`src/hdl/dht_ram.sv`:
```
// ----------------------------------------------------------------------------
// dht_ram
// Generic single-port RAM with registered read data.
// ----------------------------------------------------------------------------
module dht_ram #(
  parameter int unsigned WIDTH = 8,
  parameter int unsigned DEPTH = 16
) (
  input  logic                     clk,
  input  logic                     we,
  input  logic [$clog2(DEPTH)-1:0] addr,
  input  logic [WIDTH-1:0]         wdata,
  output logic [WIDTH-1:0]         rdata
);

  logic [WIDTH-1:0] mem [DEPTH];

  always_ff @(posedge clk) begin
    if (we) begin
      mem[addr] <= wdata;
    end
    rdata <= mem[addr];
  end

endmodule

```
`config.mk`:
```
export PLATFORM = sky130hd
export DESIGN_NAME = dht_ram
export DESIGN_NICKNAME = d
export VERILOG_FILES = /design/src/hdl/dht_ram.sv
export SDC_FILE = /design/constraint.sdc
export NUM_CORES = 1
export LEC_CHECK = 0
export BUFFER_PORTS_ARGS = -buffer_cell sky130_fd_sc_hd__buf_4
export CAP_MARGIN = 30
export CORE_ASPECT_RATIO = 1.1
export CORE_UTILIZATION = 40
export CTS_BUF_LIST = sky130_fd_sc_hd__clkbuf_4
export DETAILED_ROUTE_END_ITERATION = 12
export SLEW_MARGIN = 20
export SYNTH_ARGS = -nofsm -noshare
export SYNTH_HDL_FRONTEND = slang
export SYNTH_SLANG_ARGS = --single-unit
```
`constraint.sdc`:
```
create_clock -name clk -period 1.65 [get_ports clk]
set_input_delay 0 -clock clk [delete_from_list [all_inputs] [get_ports clk]]
set_output_delay 0 -clock clk [all_outputs]
set_load 0.02 [all_outputs]
```
==> results of run 1 <==
==> cell type report <==
type	instances	area [sq um]
fillers	1011	6230
flip-flops and latches	136	4000
multi-input cells	83	1000
repair buffers	52	423
clock inverters	14	203
well taps	154	193
clock buffers	18	135
diodes	1	2.50
==> final timing paths <==
kind              end  cells after the start
max          rdata[5]                      3
min          rdata[2]                      4
max reg2reg  rdata[5]                      3
min reg2reg  rdata[4]                      3
==> repair_timing <==
action / CTS / global route
resized for setup: 0 / 0
endpoints found under the hold margin: 128 / 0
hold buffers: 8 / 0
==> worst max-delay path: cells and delay by family (launching register included) <==
kind | cells | cell delay [ps]
and+or+nand+nor | 1 | 80
AOI/OAI and AO/OA | 1 | 340
DFF | 1 | 380
muxes | 1 | 480
==> sequential cells by signal, summed over array words and instances, names as in the netlist <==
| signal | flops |
|---|---|
| mem | 128 |
| rdata | 8 |
==> power by group <==
group / switching [mW] / internal [mW]
sequential: 0.0215 / 3.86
combinational: 0.228 / 0.194
clock: 1.13 / 1.36
total: 1.38 / 5.41
==> cell usage after synthesis, drive strengths merged <==
library cell | instances | area share
clkbuf | 3 | 0.0025
nand2 | 9 | 0.0067
nand2b | 2 | 0.0025
dfxtp | 8 | 0.032
nand3b | 2 | 0.0030
nor2 | 13 | 0.0096
nand3 | 1 | 0.00099
nor2b | 2 | 0.0025
or3b | 1 | 0.0017
and2 | 1 | 0.0012
mux4 | 32 | 0.14
buf | 8 | 0.0094
edfxtp | 128 | 0.76
nor3 | 4 | 0.0040
a22oi | 16 | 0.024
==> metal layers <==
metal	vias up	part of all wire	wire length (um)	track usage
met1	1234	0.43	4040	0.206
met4	0	0.0060	57	0.0667
met2	54	0.53	4990	0.261
met3	4	0.040	378	0.0391
li1	1083	-	-	-
met5	-	0	0	0
==> logic make-up (layout without fill, tap and decap cells) <==
logic type / after synthesis / in the layout / share of synthesized area
buffers and inverters: 11 / 84 / 0.0119
flip-flops: 136 / 136 / 0.790
AO/OA/AOI/OAI: 16 / 16 / 0.0237
multiplexers: 32 / 32 / 0.142
other: 0 / 1 / 0
AND/OR/NAND/NOR: 35 / 35 / 0.0321
==> flow_metrics.py, run 1 <==
metrics = {
    "run_status": {
        "status": "complete, no violations",
    },
    "finish": {
        "fin_util": 0.489,
        "layout_common_cells": "128 x edfxtp_1, 43 x buf_4, 32 x mux4_2",
        "fin_cells": 458,
        "area_growth_pct": 17.7,
        "final_nets": 304,
        "drive_gt1_frac": 0.353,
        "design_area_sq_um": 5960,
        "final_common_cell": "edfxtp_1",
    },
    "timing": {
        "fin_ws_ps": 273,
        "fin_crit_sh": 0.834,
        "worst_pin_slew_ps": 689,
        "whs_ps": 63.2,
        "fin_tns_setup_ps": 0,
        "slew_headroom": 0.539,
        "slew_violations": 0,
        "rsz0062_at_grt": "false",
        "setup_viol": 0,
        "finalClockSkew_ps": 10.5,
        "final_hold_viol_count": 0,
        "period_needed_ps": 1380,
        "max_freq_ghz": 0.726,
    },
    "route": {
        "drtIter0Drc": 179,
        "drc": 0,
        "routed_via_density": 5.19,
        "postRouteAntennaNets": 0,
        "wire_per_inst_um": 20.7,
        "wl_mm": 9.46,
        "vias": 2375,
        "dr.pass1.iters": 4,
    },
    "global_routing": {
        "grt.total_usage": 0.161,
        "grt_overflow_total": 0,
        "grt_pass1_vias": 2528,
        "grt_max_degree": 25,
        "antenna_found_initial": 1,
        "grt_first_pass_wirelength_mm": 14.3,
    },
    "place": {
        "dp_cells": 417,
        "hpwl_mm": 6.21,
        "post_dp_cell_area_sq_um": 5540,
        "gp_congestion": 0.718,
        "pre_cts_ws_ps": 127,
        "portBuffers": 21,
    },
    "clock_network": {
        "path_clk_slew_ps": 110,
        "cts_tree": "done",
        "numCtsBuffers": 17,
        "root_buffer": "clkbuf_4",
        "cts_max_level": 4,
        "cts_setup_buffers": 0,
        "cts_num_sinks": 136,
        "clkLatencyLatePin_ps": 500,
        "cts_buffer_depth": 2,
    },
    "power_and_ir_drop": {
        "cellPowerDensity_nw_per_um2": 1140,
        "p_leak_nw": 1.97,
        "ir_drop_v": 0.000545,
        "power.total_mw": 6.80,
    },
    "floorplan": {
        "dieWidth_um": 109,
        "die-area_sq_um": 13100,
        "rows": 42,
        "ios": 22,
        "initial_core_util": 0.416,
        "die_h_um": 120,
        "core_area_sq_um": 12200,
    },
    "synth": {
        "yosys_register_bits": 136,
        "syn_area_sq_um": 5070,
        "netlist_instances": 230,
        "ys_warn_count": 0,
        "ys_seq_area_frac": 0.790,
        "syn_avg_cell_area_sq_um": 22.0,
        "synth_fp_nets": 244,
        "synth_cell_types": 18,
    },
    "worst_setup_path": {
        "worstSetupStartpoint": "mem[3][5]",
        "cp_data_required_time_ps": 2050,
        "cp_cell_sequence": "mux4_2 > a22oi_1 > nand2_1",
        "reg2reg_slack_ps": 270,
        "worstSetupEndpointType": "register",
        "cp-start-kind": "register",
        "max_stage_delay_ps": 480,
        "regToRegStartpoint": "mem[3][5]",
        "critical_path_class": "register to register",
        "cp_slowest_cell": "mux4_2",
        "worstPathArrival_ps": 1780,
        "worst-path-max-fanout": 1,
    },
    "worst_hold_path": {
        "hold_path.class": "input pin to register",
        "hp-start": "addr[0]",
    },
    "job": {
        "cap_viol_max_count": 0,
    },
}
Power figures use the tool's default switching activity.
==> run 2: changes to the inputs <==
==> constraint.sdc (replaced) <==
create_clock -name clk -period 1.3 [get_ports clk]
set_input_delay 0 -clock clk [delete_from_list [all_inputs] [get_ports clk]]
set_output_delay 0 -clock clk [all_outputs]
set_load 0.02 [all_outputs]
==> flow_metrics.py, run 2 (same netlist as run 1, synthesis figures left out) <==
metrics = {
    "power_and_ir_drop": {
        "seqPwrFrac": 0.645,
        "ir_drop_v": 0.000520,
        "intPower_mw": 5.95,
        "power_frac_clock": 0.280,
        "p_leak_nw": 1.98,
        "swShare": 0.221,
        "cellPowerDensity_nw_per_um2": 1270,
        "power.net_switching_mw": 1.69,
        "pwr-share-comb": 0.075,
    },
    "floorplan": {
        "dieWidth_um": 109,
        "ios": 22,
        "rows": 42,
        "die-area_sq_um": 13100,
        "die_h_um": 120,
        "core_area_sq_um": 12200,
        "initial_core_util": 0.416,
    },
    "timing": {
        "fin_crit_sh": 0.982,
        "slew_headroom": 0.485,
        "final_hold_viol_count": 0,
        "worst_pin_slew_ps": 771,
        "setup_viol": 0,
        "max_freq_ghz": 0.784,
        "finalClockSkew_ps": 20.6,
        "fin_tns_setup_ps": 0,
        "whs_ps": 130,
        "rsz0062_at_grt": "true",
        "slew_violations": 0,
        "period_needed_ps": 1280,
    },
    "worst_setup_path": {
        "worstPathArrival_ps": 1650,
        "r2r-end": "rdata[4]",
        "worst-path-max-fanout": 1,
        "reg2reg_slack_ps": 20,
        "critical_path_class": "register to register",
        "reg2reg_depth": 3,
        "regToRegStartpoint": "mem[8][4]",
        "cp-start-kind": "register",
        "cp_data_required_time_ps": 1680,
        "worstSetupEndpointType": "register",
    },
    "route": {
        "vias": 2377,
        "drc": 0,
        "wire_per_inst_um": 19.1,
        "dr.pass1.iters": 4,
        "postRouteAntennaNets": 0,
        "drtIter0Drc": 112,
        "routed_via_density": 5.12,
        "wl_mm": 8.88,
    },
    "finish": {
        "register_area_sq_um": 4000,
        "largest_reg_flops": 128,
        "antennaDiodeCount": 0,
        "multi_input_area_sq_um": 1060,
        "final_common_cell": "edfxtp_1",
        "design_area_sq_um": 6010,
        "drive_gt1_frac": 0.406,
        "final_nets": 311,
        "fin_cells": 464,
        "fillers": 1009,
        "area_growth_pct": 18.5,
        "fin_util": 0.493,
        "layout_common_cells": "128 x edfxtp_1, 44 x buf_4, 32 x mux4_2",
        "top_regs": "mem (128), rdata (8)",
        "top_register": "mem",
    },
    "clock_network": {
        "path_clk_slew_ps": 120,
        "clkLatencyLatePin_ps": 490,
        "cts_num_sinks": 136,
        "root_buffer": "clkbuf_4",
        "cts_max_level": 4,
        "cts_setup_buffers": 0,
        "cts_buffer_depth": 2,
        "numCtsBuffers": 17,
        "cts_tree": "done",
    },
    "place": {
        "dp_cells": 423,
        "hpwl_mm": 6.31,
        "portBuffers": 21,
        "gp_congestion": 0.755,
        "post_dp_cell_area_sq_um": 5670,
    },
    "global_routing": {
        "grt_pass1_vias": 2581,
        "grt_max_degree": 26,
        "grt_overflow_total": 0,
        "grt.total_usage": 0.154,
        "antenna_found_initial": 0,
        "grt_first_pass_wirelength_mm": 14.2,
    },
    "worst_hold_path": {
        "hold_path.class": "input pin to register",
        "hp-start": "addr[1]",
        "hold_end": "rdata[0]",
        "min_path_cells": 4,
    },
    "job": {
        "cap_viol_max_count": 0,
    },
    "run_status": {
        "status": "complete, no violations",
    },
}
-- run 2: cell count changes in the layout (fill, tap and decap cells not counted), sizes merged --
cell,previous run,this run
buf,44,50
bufinv,5,0
clkinv,6,10
clkbuf,18,20
inv,2,0
clkinvlp,1,2
diode,1,0
dlygate4sd3,8,9
-- run 2: layer usage --
layer,vias to the layer above,share of wire,GRT usage
met4,0,0.0054,0.0625
met1,1226,0.43,0.192
met2,52,0.53,0.257
li1,1097,-,-
met5,-,0,0
met3,2,0.036,0.0375
-- run 2: layout make-up --
class | instances | share of cell area
Multi-Input combinational cell | 83 | 0.176
Sequential cell | 136 | 0.667
Clock buffer | 20 | 0.0250
Tap cell | 154 | 0.0321
Timing Repair Buffer | 59 | 0.0900
Clock inverter | 12 | 0.0104
-- run 2: worst max path at each step --
| stage | from | endpoint | slack, ps | cells past startpoint |
|---|---|---|---|---|
| global route | mem[11][5] | rdata[5] | -8 | 3 |
| finish | mem[8][4] | rdata[4] | 20 | 3 |
| global placement | addr[0] | rdata[7] | -80 | 5 |
| detailed placement | addr[0] | rdata[7] | -80 | 5 |
| floorplan | addr[1] | mem[12][0] | -140 | 3 |
| CTS | mem[3][7] | rdata[7] | 4 | 3 |
-- run 2: power groups by stage --
stage          combinational, mW  clock (mW)  sequential, mW
6_report                   0.576        2.13            4.92
5_1_grt                    0.623        2.40            4.93
4_1_cts                    0.580        2.22            4.93
3_5_place_dp               0.551           0            5.03
3_3_place_gp               0.542           0            5.02
2_1_floorplan              0.256           0            5.05
-- run 2: stage by stage --
stage | setup slack [ps] | total power [mW]
2_1_floorplan | -138 | 5.31
3_3_place_gp | -78.1 | 5.56
3_5_place_dp | -78.3 | 5.58
4_1_cts | 3.59 | 7.73
5_1_grt | -8.35 | 7.96
6_report | 23.7 | 7.63
-- run 2: worst max-delay path: stages, from the launching register on --
cell	delay [ps]
edfxtp_1	390
mux4_2	490
a22oi_2	220
nand2_1	60
-- run 2: timing repair --
item                                    4_1_cts  5_1_grt
pin swaps                                     0        4
hold buffers                                  9        0
endpoints found under the setup margin        3        6
gates resized for setup                       3        4
endpoints found under the hold margin       129        0
