<file path="src/hdl/dht_pkg.sv">
// ----------------------------------------------------------------------------
// dht_pkg
// Types, codes and constants shared by the double hashing table block.
// ----------------------------------------------------------------------------
package dht_pkg;

  localparam int unsigned TableDepthDefault = 1024;
  localparam int unsigned KeyBytesDefault   = 8;
  localparam int unsigned ValueBitsDefault  = 32;
  localparam int unsigned SizeWidth         = 11;
  localparam logic [SizeWidth-1:0] SizeReset = 11'd1024;

  localparam logic [1:0] ActInsert  = 2'd0;
  localparam logic [1:0] ActSearch  = 2'd1;
  localparam logic [1:0] ActRemove  = 2'd2;
  localparam logic [1:0] ActUnknown = 2'd3;

  localparam logic [1:0] SlotEmpty   = 2'd0;
  localparam logic [1:0] SlotUsed    = 2'd1;
  localparam logic [1:0] SlotDeleted = 2'd2;

  localparam logic [2:0] ResInserted = 3'd0;
  localparam logic [2:0] ResFound    = 3'd1;
  localparam logic [2:0] ResNotFound = 3'd2;
  localparam logic [2:0] ResRemoved  = 3'd3;
  localparam logic [2:0] ResFull     = 3'd4;

  typedef struct packed {
    logic [1:0]  action;
    logic [63:0] key_bytes;
    logic [3:0]  key_length;
    logic [31:0] entry_value;
  } req_t;

  typedef struct packed {
    logic [2:0]  status;
    logic [31:0] found_value;
    logic [9:0]  slot_index;
  } rsp_t;

  typedef enum logic [3:0] {
    ST_CLEAR, ST_IDLE, ST_HASH, ST_MOD1, ST_MOD2, ST_READ, ST_WAIT,
    ST_CHECK, ST_STEP, ST_DONE
  } state_t;

endpackage

</file>
<file path="src/hdl/dht_mod.sv">
// ----------------------------------------------------------------------------
// dht_mod
// Restoring remainder unit: one quotient bit per cycle of a 64-bit dividend
// by a narrow divisor.
// ----------------------------------------------------------------------------
module dht_mod import dht_pkg::*; #(
  parameter int unsigned DW = 17
) (
  input  logic          clk,
  input  logic          rst,
  input  logic          start,
  input  logic [63:0]   dividend,
  input  logic [DW-1:0] divisor,
  output logic          busy,
  output logic [DW-1:0] remainder
);

  logic [63:0]   shreg;
  logic [DW:0]   rem;
  logic [6:0]    count;
  logic [DW:0]   trial;

  assign trial     = {rem[DW-1:0], shreg[63]};
  assign busy      = (count != 7'd0);
  assign remainder = rem[DW-1:0];

  always_ff @(posedge clk) begin
    if (rst) begin
      count <= 7'd0;
    end else if (start) begin
      count <= 7'd64;
    end else if (busy) begin
      count <= count - 7'd1;
    end
  end

  always_ff @(posedge clk) begin
    if (start) begin
      shreg <= dividend;
      rem   <= '0;
    end else if (busy) begin
      shreg <= {shreg[62:0], 1'b0};
      if (trial >= {1'b0, divisor}) begin
        rem <= trial - {1'b0, divisor};
      end else begin
        rem <= trial;
      end
    end
  end

endmodule

</file>
<file path="config.mk">
export PLATFORM = sky130hd
export DESIGN_NAME = dht_mod
export DESIGN_NICKNAME = d
export VERILOG_FILES = /design/src/hdl/dht_pkg.sv /design/src/hdl/dht_mod.sv
export SDC_FILE = /design/constraint.sdc
export NUM_CORES = 1
export LEC_CHECK = 0
export BUFFER_PORTS_ARGS = -buffer_cell sky130_fd_sc_hd__buf_2
export CAP_MARGIN = 15
export CORE_UTILIZATION = 30
export CTS_CLUSTER_SIZE = 16
export DETAILED_ROUTE_END_ITERATION = 10
export PLACE_DENSITY = 0.58
export SLEW_MARGIN = 10
export SYNTH_ARGS = -nofsm -noshare
export SYNTH_HDL_FRONTEND = slang
export SYNTH_SLANG_ARGS = --single-unit
export TNS_END_PERCENT = 30
</file>
<file path="constraint.sdc">
create_clock -name clk -period 4 [get_ports clk]
set_input_delay 0.4 -clock clk [delete_from_list [all_inputs] [get_ports clk]]
set_output_delay 0.4 -clock clk [all_outputs]
set_load 0.01 [all_outputs]
</file>
==> metrics.csv, run 1 <==
metric;value;unit
commonest non-fill, non-tap cells in the layout;buf_2, mux2_2, edfxtp_1;
area of the multi-input gates;2180;sq um
depth of the CTS H-tree;3;
pin slew with the least headroom to its limit;0.774;ns
area delta synth->final;21.4;%
Worst EP required;4.07;ns
fraction of layout cells with a size suffix above 1;38.5;%
Setup CP Type;reg -> reg;
sequence of cells on the critical path;inv_1 -> ha_1 -> nand2_1 -> or3_1 -> nor2_1 -> inv_1 -> buf_4 -> nor2_1 -> inv_2 -> buf_12;
Final ANT Viol Nets;0;
final setup violation count;0;
Worst Path Buf+Inv;5;
GRT Total Usage;12.8;%
async set-or-reset flop fraction in the synthesized netlist;0;%
Die Wd;128;um
Synth cell types;56;
Remaining DRCs;0;
Detailed Route WL;10000;um
EDFF count, synth;64;
post-synth top area share;40.2;%
minimum clock period;2.95;ns
clk buf depth;2;
final period utilization;73.7;%
clk sink count;88;
reg2reg path depth;10;
YS warnings;0;
initial antenna violation count;1;
Crit path max-delay family;simple AND/OR/NAND/NOR gates;
CTS clk-pin slew, worst paths;0.06;ns
Final nets;604;
post-DR wirelength/cell;14.0;um
Pre-antenna DRT Iters;4;
post-cts sizing count;0;
clock latency on the worst-skew pair;0.33;ns
CP max FO;42;
hold_sp;rst;
Clock Skew;0.00919;ns
estimated wirelength of the detail-placed design;7460;um
post-synthesis cell count;402;
fin util;37.8;%
Primary FF master, synth;edfxtp_1;
Slew Limit Fails;0;
Yosys top cell by area;edfxtp_1;
top post-synthesis cells by area;edfxtp_1, mux2_2, dfxtp_1;
CP max stage delay;0.48;ns
R2R Path Start;count[0]$_SDFFE_PP0P_;
CTS buffer count;9;
final global-route overflow total;0;
register area;2400;sq um
number of fill cells in the layout;1527;
clk root buf;clkbuf_16;
max_slew headroom;48.1;%
maxcap violations;0;
Worst Path Arrival;3.02;ns
area of the die;16400;sq um
Post-DP Area;5510;sq um
Peak VDD IR;0.246;mV
leak pwr;2.40;nW
outcome;finished clean;
Hold Path Sink;count[6]$_SDFFE_PP0P_;
setup repair after global routing missed its margin;no;
I/O pin total;102;
Vias/cell;4.75;
Setup WS pre-CTS;1.05;ns
flops & latches, synth;88;
worst setup margin;1.05;ns
IO Port Bufs;101;
worst flop-to-flop path endpoint;shreg[50]$_DFFE_PP_;
PD cells;674;nW/um^2
reg2reg setup slack;1.05;ns
CP Capture Type;register;
Netlist Area Pre-Place;4780;sq um
average size of a mapped cell;11.9;sq um
TritonCTS clock tree;done;
Setup TNS;0;ns
Hold Buf Count CTS;0;
initial detailed-routing violation count;156;
Core Region;15400;sq um
Tightest Hold Check Type;in -> reg;
most common cell after layout, fill and taps aside;buf_2;
syn nets;505;
Initial Util;31.1;%
CP startpoint kind;register;
GPL Wtd Cong;0.868;
slowest stage cell, crit path;nor2_1;
first-pass GRT wire length;16400;um
detailed-route via count;3408;
largest net degree at the start of global routing;53;
sequential-to-total area share from yosys stat;50.2;%
setup bufs post-CTS;0;
Die H;128;um
number of global-route vias before repair;3467;
Hold Vio Cnt, Final;0;
Max Clock Freq;339;MHz
row count;45;
hold depth;2;
Design Area, Final;5800;sq um
==> synthesized netlist by cell type (8+ instances only) <==
library cell / count
edfxtp_1: 64
mux2_2: 64
inv_1: 33
nor2_1: 30
dfxtp_1: 24
nand2_1: 20
ha_1: 18
a21oi_1: 15
mux2i_1: 12
xnor2_1: 12
a211oi_1: 11
clkbuf_1: 10
a21o_1: 8
o21ai_0: 8
==> layout make-up <==
type	count	share of cell area (%)
repair buffers	104	9.36
clock buffers	10	3.95
inverters	33	2.13
well taps	211	4.55
flip-flops and latches	88	41.4
clock inverters	6	1.01
diodes	1	0.0431
multi-input cells	265	37.6
==> power breakdown <==
part	leakage (nW)	internal, mW	switching [mW]
logic	1.41	0.672	0.873
registers	0.858	1.39	0.161
clock network	0.138	0.481	0.335
total	2.40	2.54	1.37
==> worst reg2reg max path: stages (launching register included) <==
cell     delay [ns]
dfxtp_1        0.33
inv_1          0.06
ha_1           0.18
nand2_1        0.09
or3_1          0.33
nor2_1         0.22
inv_1          0.06
buf_4          0.22
nor2_1         0.48
inv_2          0.38
buf_12         0.31
==> logic make-up (layout without fill, tap and decap cells) <==
| group | Yosys count | after routing | synth area share, % |
|---|---|---|---|
| AO/OA/AOI/OAI | 78 | 78 | 12.6 |
| flip-flops | 88 | 88 | 50.2 |
| buffers and inverters | 49 | 153 | 4.19 |
| adder cells (fa/ha/maj) | 19 | 19 | 5.13 |
| multiplexers | 76 | 76 | 17.6 |
| AND/OR/NAND/NOR | 77 | 77 | 7.54 |
| XOR/XNOR | 15 | 15 | 2.75 |
| other | 0 | 1 | 0 |
==> sequential cells by signal, indices dropped and copies added (netlist names) <==
signal and flops:
count 7, shreg 64, rem 17
==> per-stage QoR <==
stage                     std cells  power [mW]  hold slack (ns)
after CTS                       717        3.96            0.262
after global routing            717        4.20            0.275
after global placement          701        3.08            0.467
after detailed placement        701        3.11            0.478
final                           718        3.91            0.278
after floorplan                 402        2.70            0.457
==> worst max path at each step <==
| stage | to | start | slack [ns] | depth (start not counted) |
|---|---|---|---|---|
| final | shreg[50]$_DFFE_PP_ | count[0]$_SDFFE_PP0P_ | 1.05 | 10 |
| after global routing | shreg[50]$_DFFE_PP_ | count[0]$_SDFFE_PP0P_ | 0.76 | 10 |
| after global placement | shreg[53]$_DFFE_PP_ | count[0]$_SDFFE_PP0P_ | 1.08 | 10 |
| after CTS | shreg[51]$_DFFE_PP_ | count[0]$_SDFFE_PP0P_ | 1.04 | 10 |
| after floorplan | shreg[0]$_SDFFCE_PN0P_ | count[0]$_SDFFE_PP0P_ | 1.17 | 8 |
| after detailed placement | rem[0]$_SDFFE_PP0P_ | divisor[0] | 1.05 | 10 |
==> layer usage <==
| layer | vias up | share of wire (%) | track usage, % |
|---|---|---|---|
| met3 | 14 | 8.6 | 4.34 |
| met5 | - | 0 | 0 |
| li1 | 1687 | - | - |
| met2 | 98 | 44 | 19.7 |
| met1 | 1609 | 46 | 16.3 |
| met4 | 0 | 1.6 | 5.33 |
Note: power is estimated with default switching activity, not from simulation.
==> run 2: changes to the inputs <==
Clock period 4 ns to 2.74 ns, I/O delays scaled along.
==> metrics.csv, run 2 (synthesis gave the netlist of run 1 again) <==
metric;value;unit
leak pwr;2.45;nW
largest net degree at the start of global routing;65;
Core Region;15400;sq um
clock latency on the worst-skew pair;0.35;ns
Pre-antenna DRT Iters;4;
Die Wd;128;um
Peak VDD IR;0.323;mV
Most flops, register;shreg;
Design Area, Final;5900;sq um
Setup TNS;0;ns
I/O pin total;102;
final period utilization;93.6;%
outcome;finished clean;
max reg flops;64;
initial detailed-routing violation count;152;
Final nets;613;
Die H;128;um
clk sink count;88;
Slew Limit Fails;0;
slowest stage cell, crit path;fa_1;
maxcap violations;0;
area delta synth->final;23.3;%
Detailed Route WL;10600;um
CP max stage delay;0.41;ns
Top cell by count, worst path;inv_1;
number of global-route vias before repair;3438;
setup repair after global routing missed its margin;no;
area of the die;16400;sq um
CP max FO;8;
setup bufs post-CTS;0;
row count;45;
CTS buffer count;9;
CP Capture Type;register;
biggest regs;shreg: 64 flops, rem: 17 flops, count: 7 flops;
Worst EP required;3.00;ns
minimum clock period;2.56;ns
Non-Filler Instances;727;
IO Port Bufs;101;
DP Cell Count;709;
pin slew with the least headroom to its limit;0.501;ns
Worst Path Arrival;2.82;ns
Tightest Hold Check Type;in -> reg;
estimated wirelength of the detail-placed design;7710;um
Clock Skew;0.00608;ns
Vias/cell;4.76;
post-cts sizing count;0;
post-DR wirelength/cell;14.6;um
Max Clock Freq;390;MHz
clk root buf;clkbuf_16;
final global-route overflow total;0;
commonest non-fill, non-tap cells in the layout;buf_2, mux2_2, edfxtp_1;
Post-DP Area;5600;sq um
final setup violation count;0;
Overall Power;5.84;mW
PD cells;990;nW/um^2
most common cell after layout, fill and taps aside;buf_2;
depth of the CTS H-tree;3;
Initial Util;31.1;%
GRT Total Usage;13.2;%
GPL Wtd Cong;0.875;
Final ANT Viol Nets;0;
CP startpoint kind;register;
fraction of layout cells with a size suffix above 1;40.4;%
clk buf depth;2;
initial antenna violation count;1;
Remaining DRCs;0;
CTS clk-pin slew, worst paths;0.07;ns
detailed-route via count;3459;
first-pass GRT wire length;16800;um
sequence of cells on the critical path;inv_1 -> ha_1 -> inv_1 -> fa_1 -> a21oi_2 -> o221ai_2 -> a41oi_4 -> o211ai_4 -> buf_4 -> mux2i_1 -> a211oi_1;
Hold Buf Count CTS;0;
TritonCTS clock tree;done;
Hold Vio Cnt, Final;0;
max_slew headroom;66.3;%
Setup CP Type;reg -> reg;
run 2: changes by cell type in the layout (fill, tap and decap cells not counted), sizes merged:
cell / change
buf: +9
bufinv: -1
clkbuf: -1
clkinvlp: +1
inv: +1
run 2: where the power goes:
part	switching [mW]	internal, mW
logic	1.30	1.06
clock network	0.567	0.635
registers	0.245	2.03
run 2: critical path, delay by kind of cell (launching register included):
| family | cells | cell delay, ns |
|---|---|---|
| multiplexers | 1 | 0.13 |
| flip-flops | 1 | 0.37 |
| AO/OA/AOI/OAI | 5 | 1.05 |
| adder cells (fa/ha/maj) | 2 | 0.56 |
| buffers and inverters | 3 | 0.37 |
run 2: worst paths after layout:
| kind | from | to | slack (ns) | depth (start not counted) |
|---|---|---|---|---|
| max | shreg[63]$_DFFE_PP_ | rem[7]$_SDFFE_PP0P_ | 0.18 | 11 |
| min | rst | count[6]$_SDFFE_PP0P_ | 0.14 | 2 |
| max reg2reg | shreg[63]$_DFFE_PP_ | rem[7]$_SDFFE_PP0P_ | 0.18 | 11 |
| min reg2reg | rem[3]$_SDFFE_PP0P_ | rem[3]$_SDFFE_PP0P_ | 0.49 | 2 |
run 2: layer usage:
metal | track usage (%) | vias to the layer above | share of wire, %
li1 | - | 1708 | -
met4 | 6.30 | 0 | 2.0
met5 | 0 | - | 0
met1 | 16.8 | 1629 | 46
met2 | 19.8 | 106 | 43
met3 | 4.88 | 16 | 8.6
run 2: through the flow:
stage,hold slack [ns],util [%],setup slack (ns)
6_report,0.140,38.4,0.175
5_1_grt,0.133,38.4,0.00354
4_1_cts,0.118,38.3,0.126
3_5_place_dp,0.484,36.4,0.139
3_3_place_gp,0.467,36.4,0.225
2_1_floorplan,0.346,-,0.00529
run 2: final cells by class:
type                       count  area [sq um]
antenna                        1          2.50
clock buffer                   9           225
clock inverter                 7          66.3
fill                        1528          9470
inverter                      33           128
multi-input combinational    265          2190
sequential                    88          2400
tap                          211           264
timing repair buffer         113           623
==> run 3: changes to the inputs <==
Settings changed: CORE_UTILIZATION 30 to 55, PLACE_DENSITY 0.58 to 0.84.
==> metrics.csv, run 3 (synthesis gave the netlist of run 1 again) <==
metric;value;unit
maxcap violations;0;
area of the die;9070;sq um
max_slew headroom;52.3;%
PD cells;984;nW/um^2
R2R Path Start;shreg[63]$_DFFE_PP_;
Design Area, Final;5670;sq um
Int Power;3.52;mW
hold_sp;rst;
Final nets;613;
max reg flops;64;
Detailed Route WL;9880;um
initial detailed-routing violation count;247;
Most flops, register;shreg;
initial antenna violation count;0;
Slew Limit Fails;0;
leak pwr;2.41;nW
number of diodes;0;
Setup CP Type;reg -> reg;
area of the multi-input gates;2190;sq um
clock latency on the worst-skew pair;0.36;ns
clk root buf;clkbuf_8;
Vias/cell;5.72;
DP Cell Count;601;
Clock Skew;0.0148;ns
Peak VDD IR;0.595;mV
Die Wd;95.2;um
IO Port Bufs;101;
TritonCTS clock tree;done;
CTS buffer count;9;
Worst EP required;3.00;ns
pin slew with the least headroom to its limit;0.715;ns
Setup TNS;0;ns
largest net degree at the start of global routing;65;
GRT Total Usage;22.4;%
Worst Path Arrival;2.82;ns
CP Capture Type;register;
GPL Wtd Cong;0.906;
Comb pwr share;42.8;%
estimated wirelength of the detail-placed design;7120;um
Final ANT Viol Nets;0;
most common cell after layout, fill and taps aside;buf_2;
depth of the CTS H-tree;3;
minimum clock period;2.56;ns
outcome;finished clean;
sequential power share;40.4;%
I/O pin total;102;
Non-Filler Instances;620;
post-DR wirelength/cell;15.9;um
row count;33;
first-pass GRT wire length;15500;um
Tightest Hold Check Type;in -> reg;
clock share of power;16.8;%
final setup violation count;0;
fin util;68.4;%
number of global-route vias before repair;3378;
Core Region;8300;sq um
Sw Ratio;36.9;%
Critical Path Start;shreg[63]$_DFFE_PP_;
biggest regs;shreg: 64 flops, rem: 17 flops, count: 7 flops;
Initial Util;57.6;%
Die H;95.2;um
detailed-route via count;3544;
Pre-antenna DRT Iters;5;
final global-route overflow total;0;
sw power;2.06;mW
fraction of layout cells with a size suffix above 1;40.2;%
Max Clock Freq;391;MHz
final period utilization;93.3;%
CTS clk-pin slew, worst paths;0.09;ns
register area;2400;sq um
commonest non-fill, non-tap cells in the layout;buf_2, mux2_2, edfxtp_1;
CP max FO;8;
CP startpoint kind;register;
area delta synth->final;18.7;%
Post-DP Area;5450;sq um
clk sink count;88;
number of fill cells in the layout;616;
Remaining DRCs;0;
clk buf depth;2;
Hold Vio Cnt, Final;0;
run 3: through the flow:
step	hold WS (ns)	power (mW)	setup slack (ns)
2_1_floorplan	0.346	3.95	0.00529
3_5_place_dp	0.478	4.59	0.159
4_1_cts	0.114	5.53	0.135
3_3_place_gp	0.469	4.50	0.216
6_report	0.126	5.58	0.184
5_1_grt	0.132	5.92	-0.0142
run 3: power groups by stage:
stage | Combinational, mW | Clock (mW) | Sequential [mW]
3_5_place_dp | 2.31 | 0 | 2.28
6_report | 2.39 | 0.938 | 2.26
2_1_floorplan | 1.70 | 0 | 2.26
4_1_cts | 2.33 | 0.942 | 2.26
3_3_place_gp | 2.24 | 0 | 2.26
5_1_grt | 2.62 | 0.989 | 2.31
run 3: cell type report:
type	instances	area share (%)
inverter	33	2.25
clock buffer	9	2.18
multi-input combinational	265	38.5
tap	105	2.32
timing repair buffer	113	11.0
sequential	88	42.3
clock inverter	7	1.37
run 3: repair_timing:
action / in CTS / in global routing
setup buffers: 0 / 3
resized for setup: 0 / 1
hold buffers: 0 / 0
setup endpoints to repair: 0 / 6
run 3: critical path: stages, from the launching register on:
cell and delay (ns):
edfxtp_1 0.36, inv_1 0.07, ha_1 0.15, inv_1 0.05, fa_1 0.41, a21oi_2 0.22, o221ai_2 0.19, a41oi_4 0.29
o211ai_4 0.15, buf_4 0.21, mux2i_1 0.11, a211oi_1 0.25
run 3: final timing paths:
| kind | cells past startpoint | slack, ns | endpoint |
|---|---|---|---|
| setup / recovery | 11 | 0.18 | rem[7]$_SDFFE_PP0P_ |
| hold / removal | 2 | 0.13 | count[0]$_SDFFE_PP0P_ |
| setup reg to reg | 11 | 0.18 | rem[7]$_SDFFE_PP0P_ |
| hold reg to reg | 2 | 0.49 | rem[3]$_SDFFE_PP0P_ |
run 3: routing by layer:
| layer | part of all wire, % | GRT usage (%) | up-vias |
|---|---|---|---|
| met2 | 48 | 36.1 | 131 |
| li1 | - | - | 1701 |
| met3 | 6.9 | 5.18 | 25 |
| met1 | 42 | 28.9 | 1687 |
| met4 | 2.6 | 9.47 | 0 |
| met5 | 0 | 0 | - |
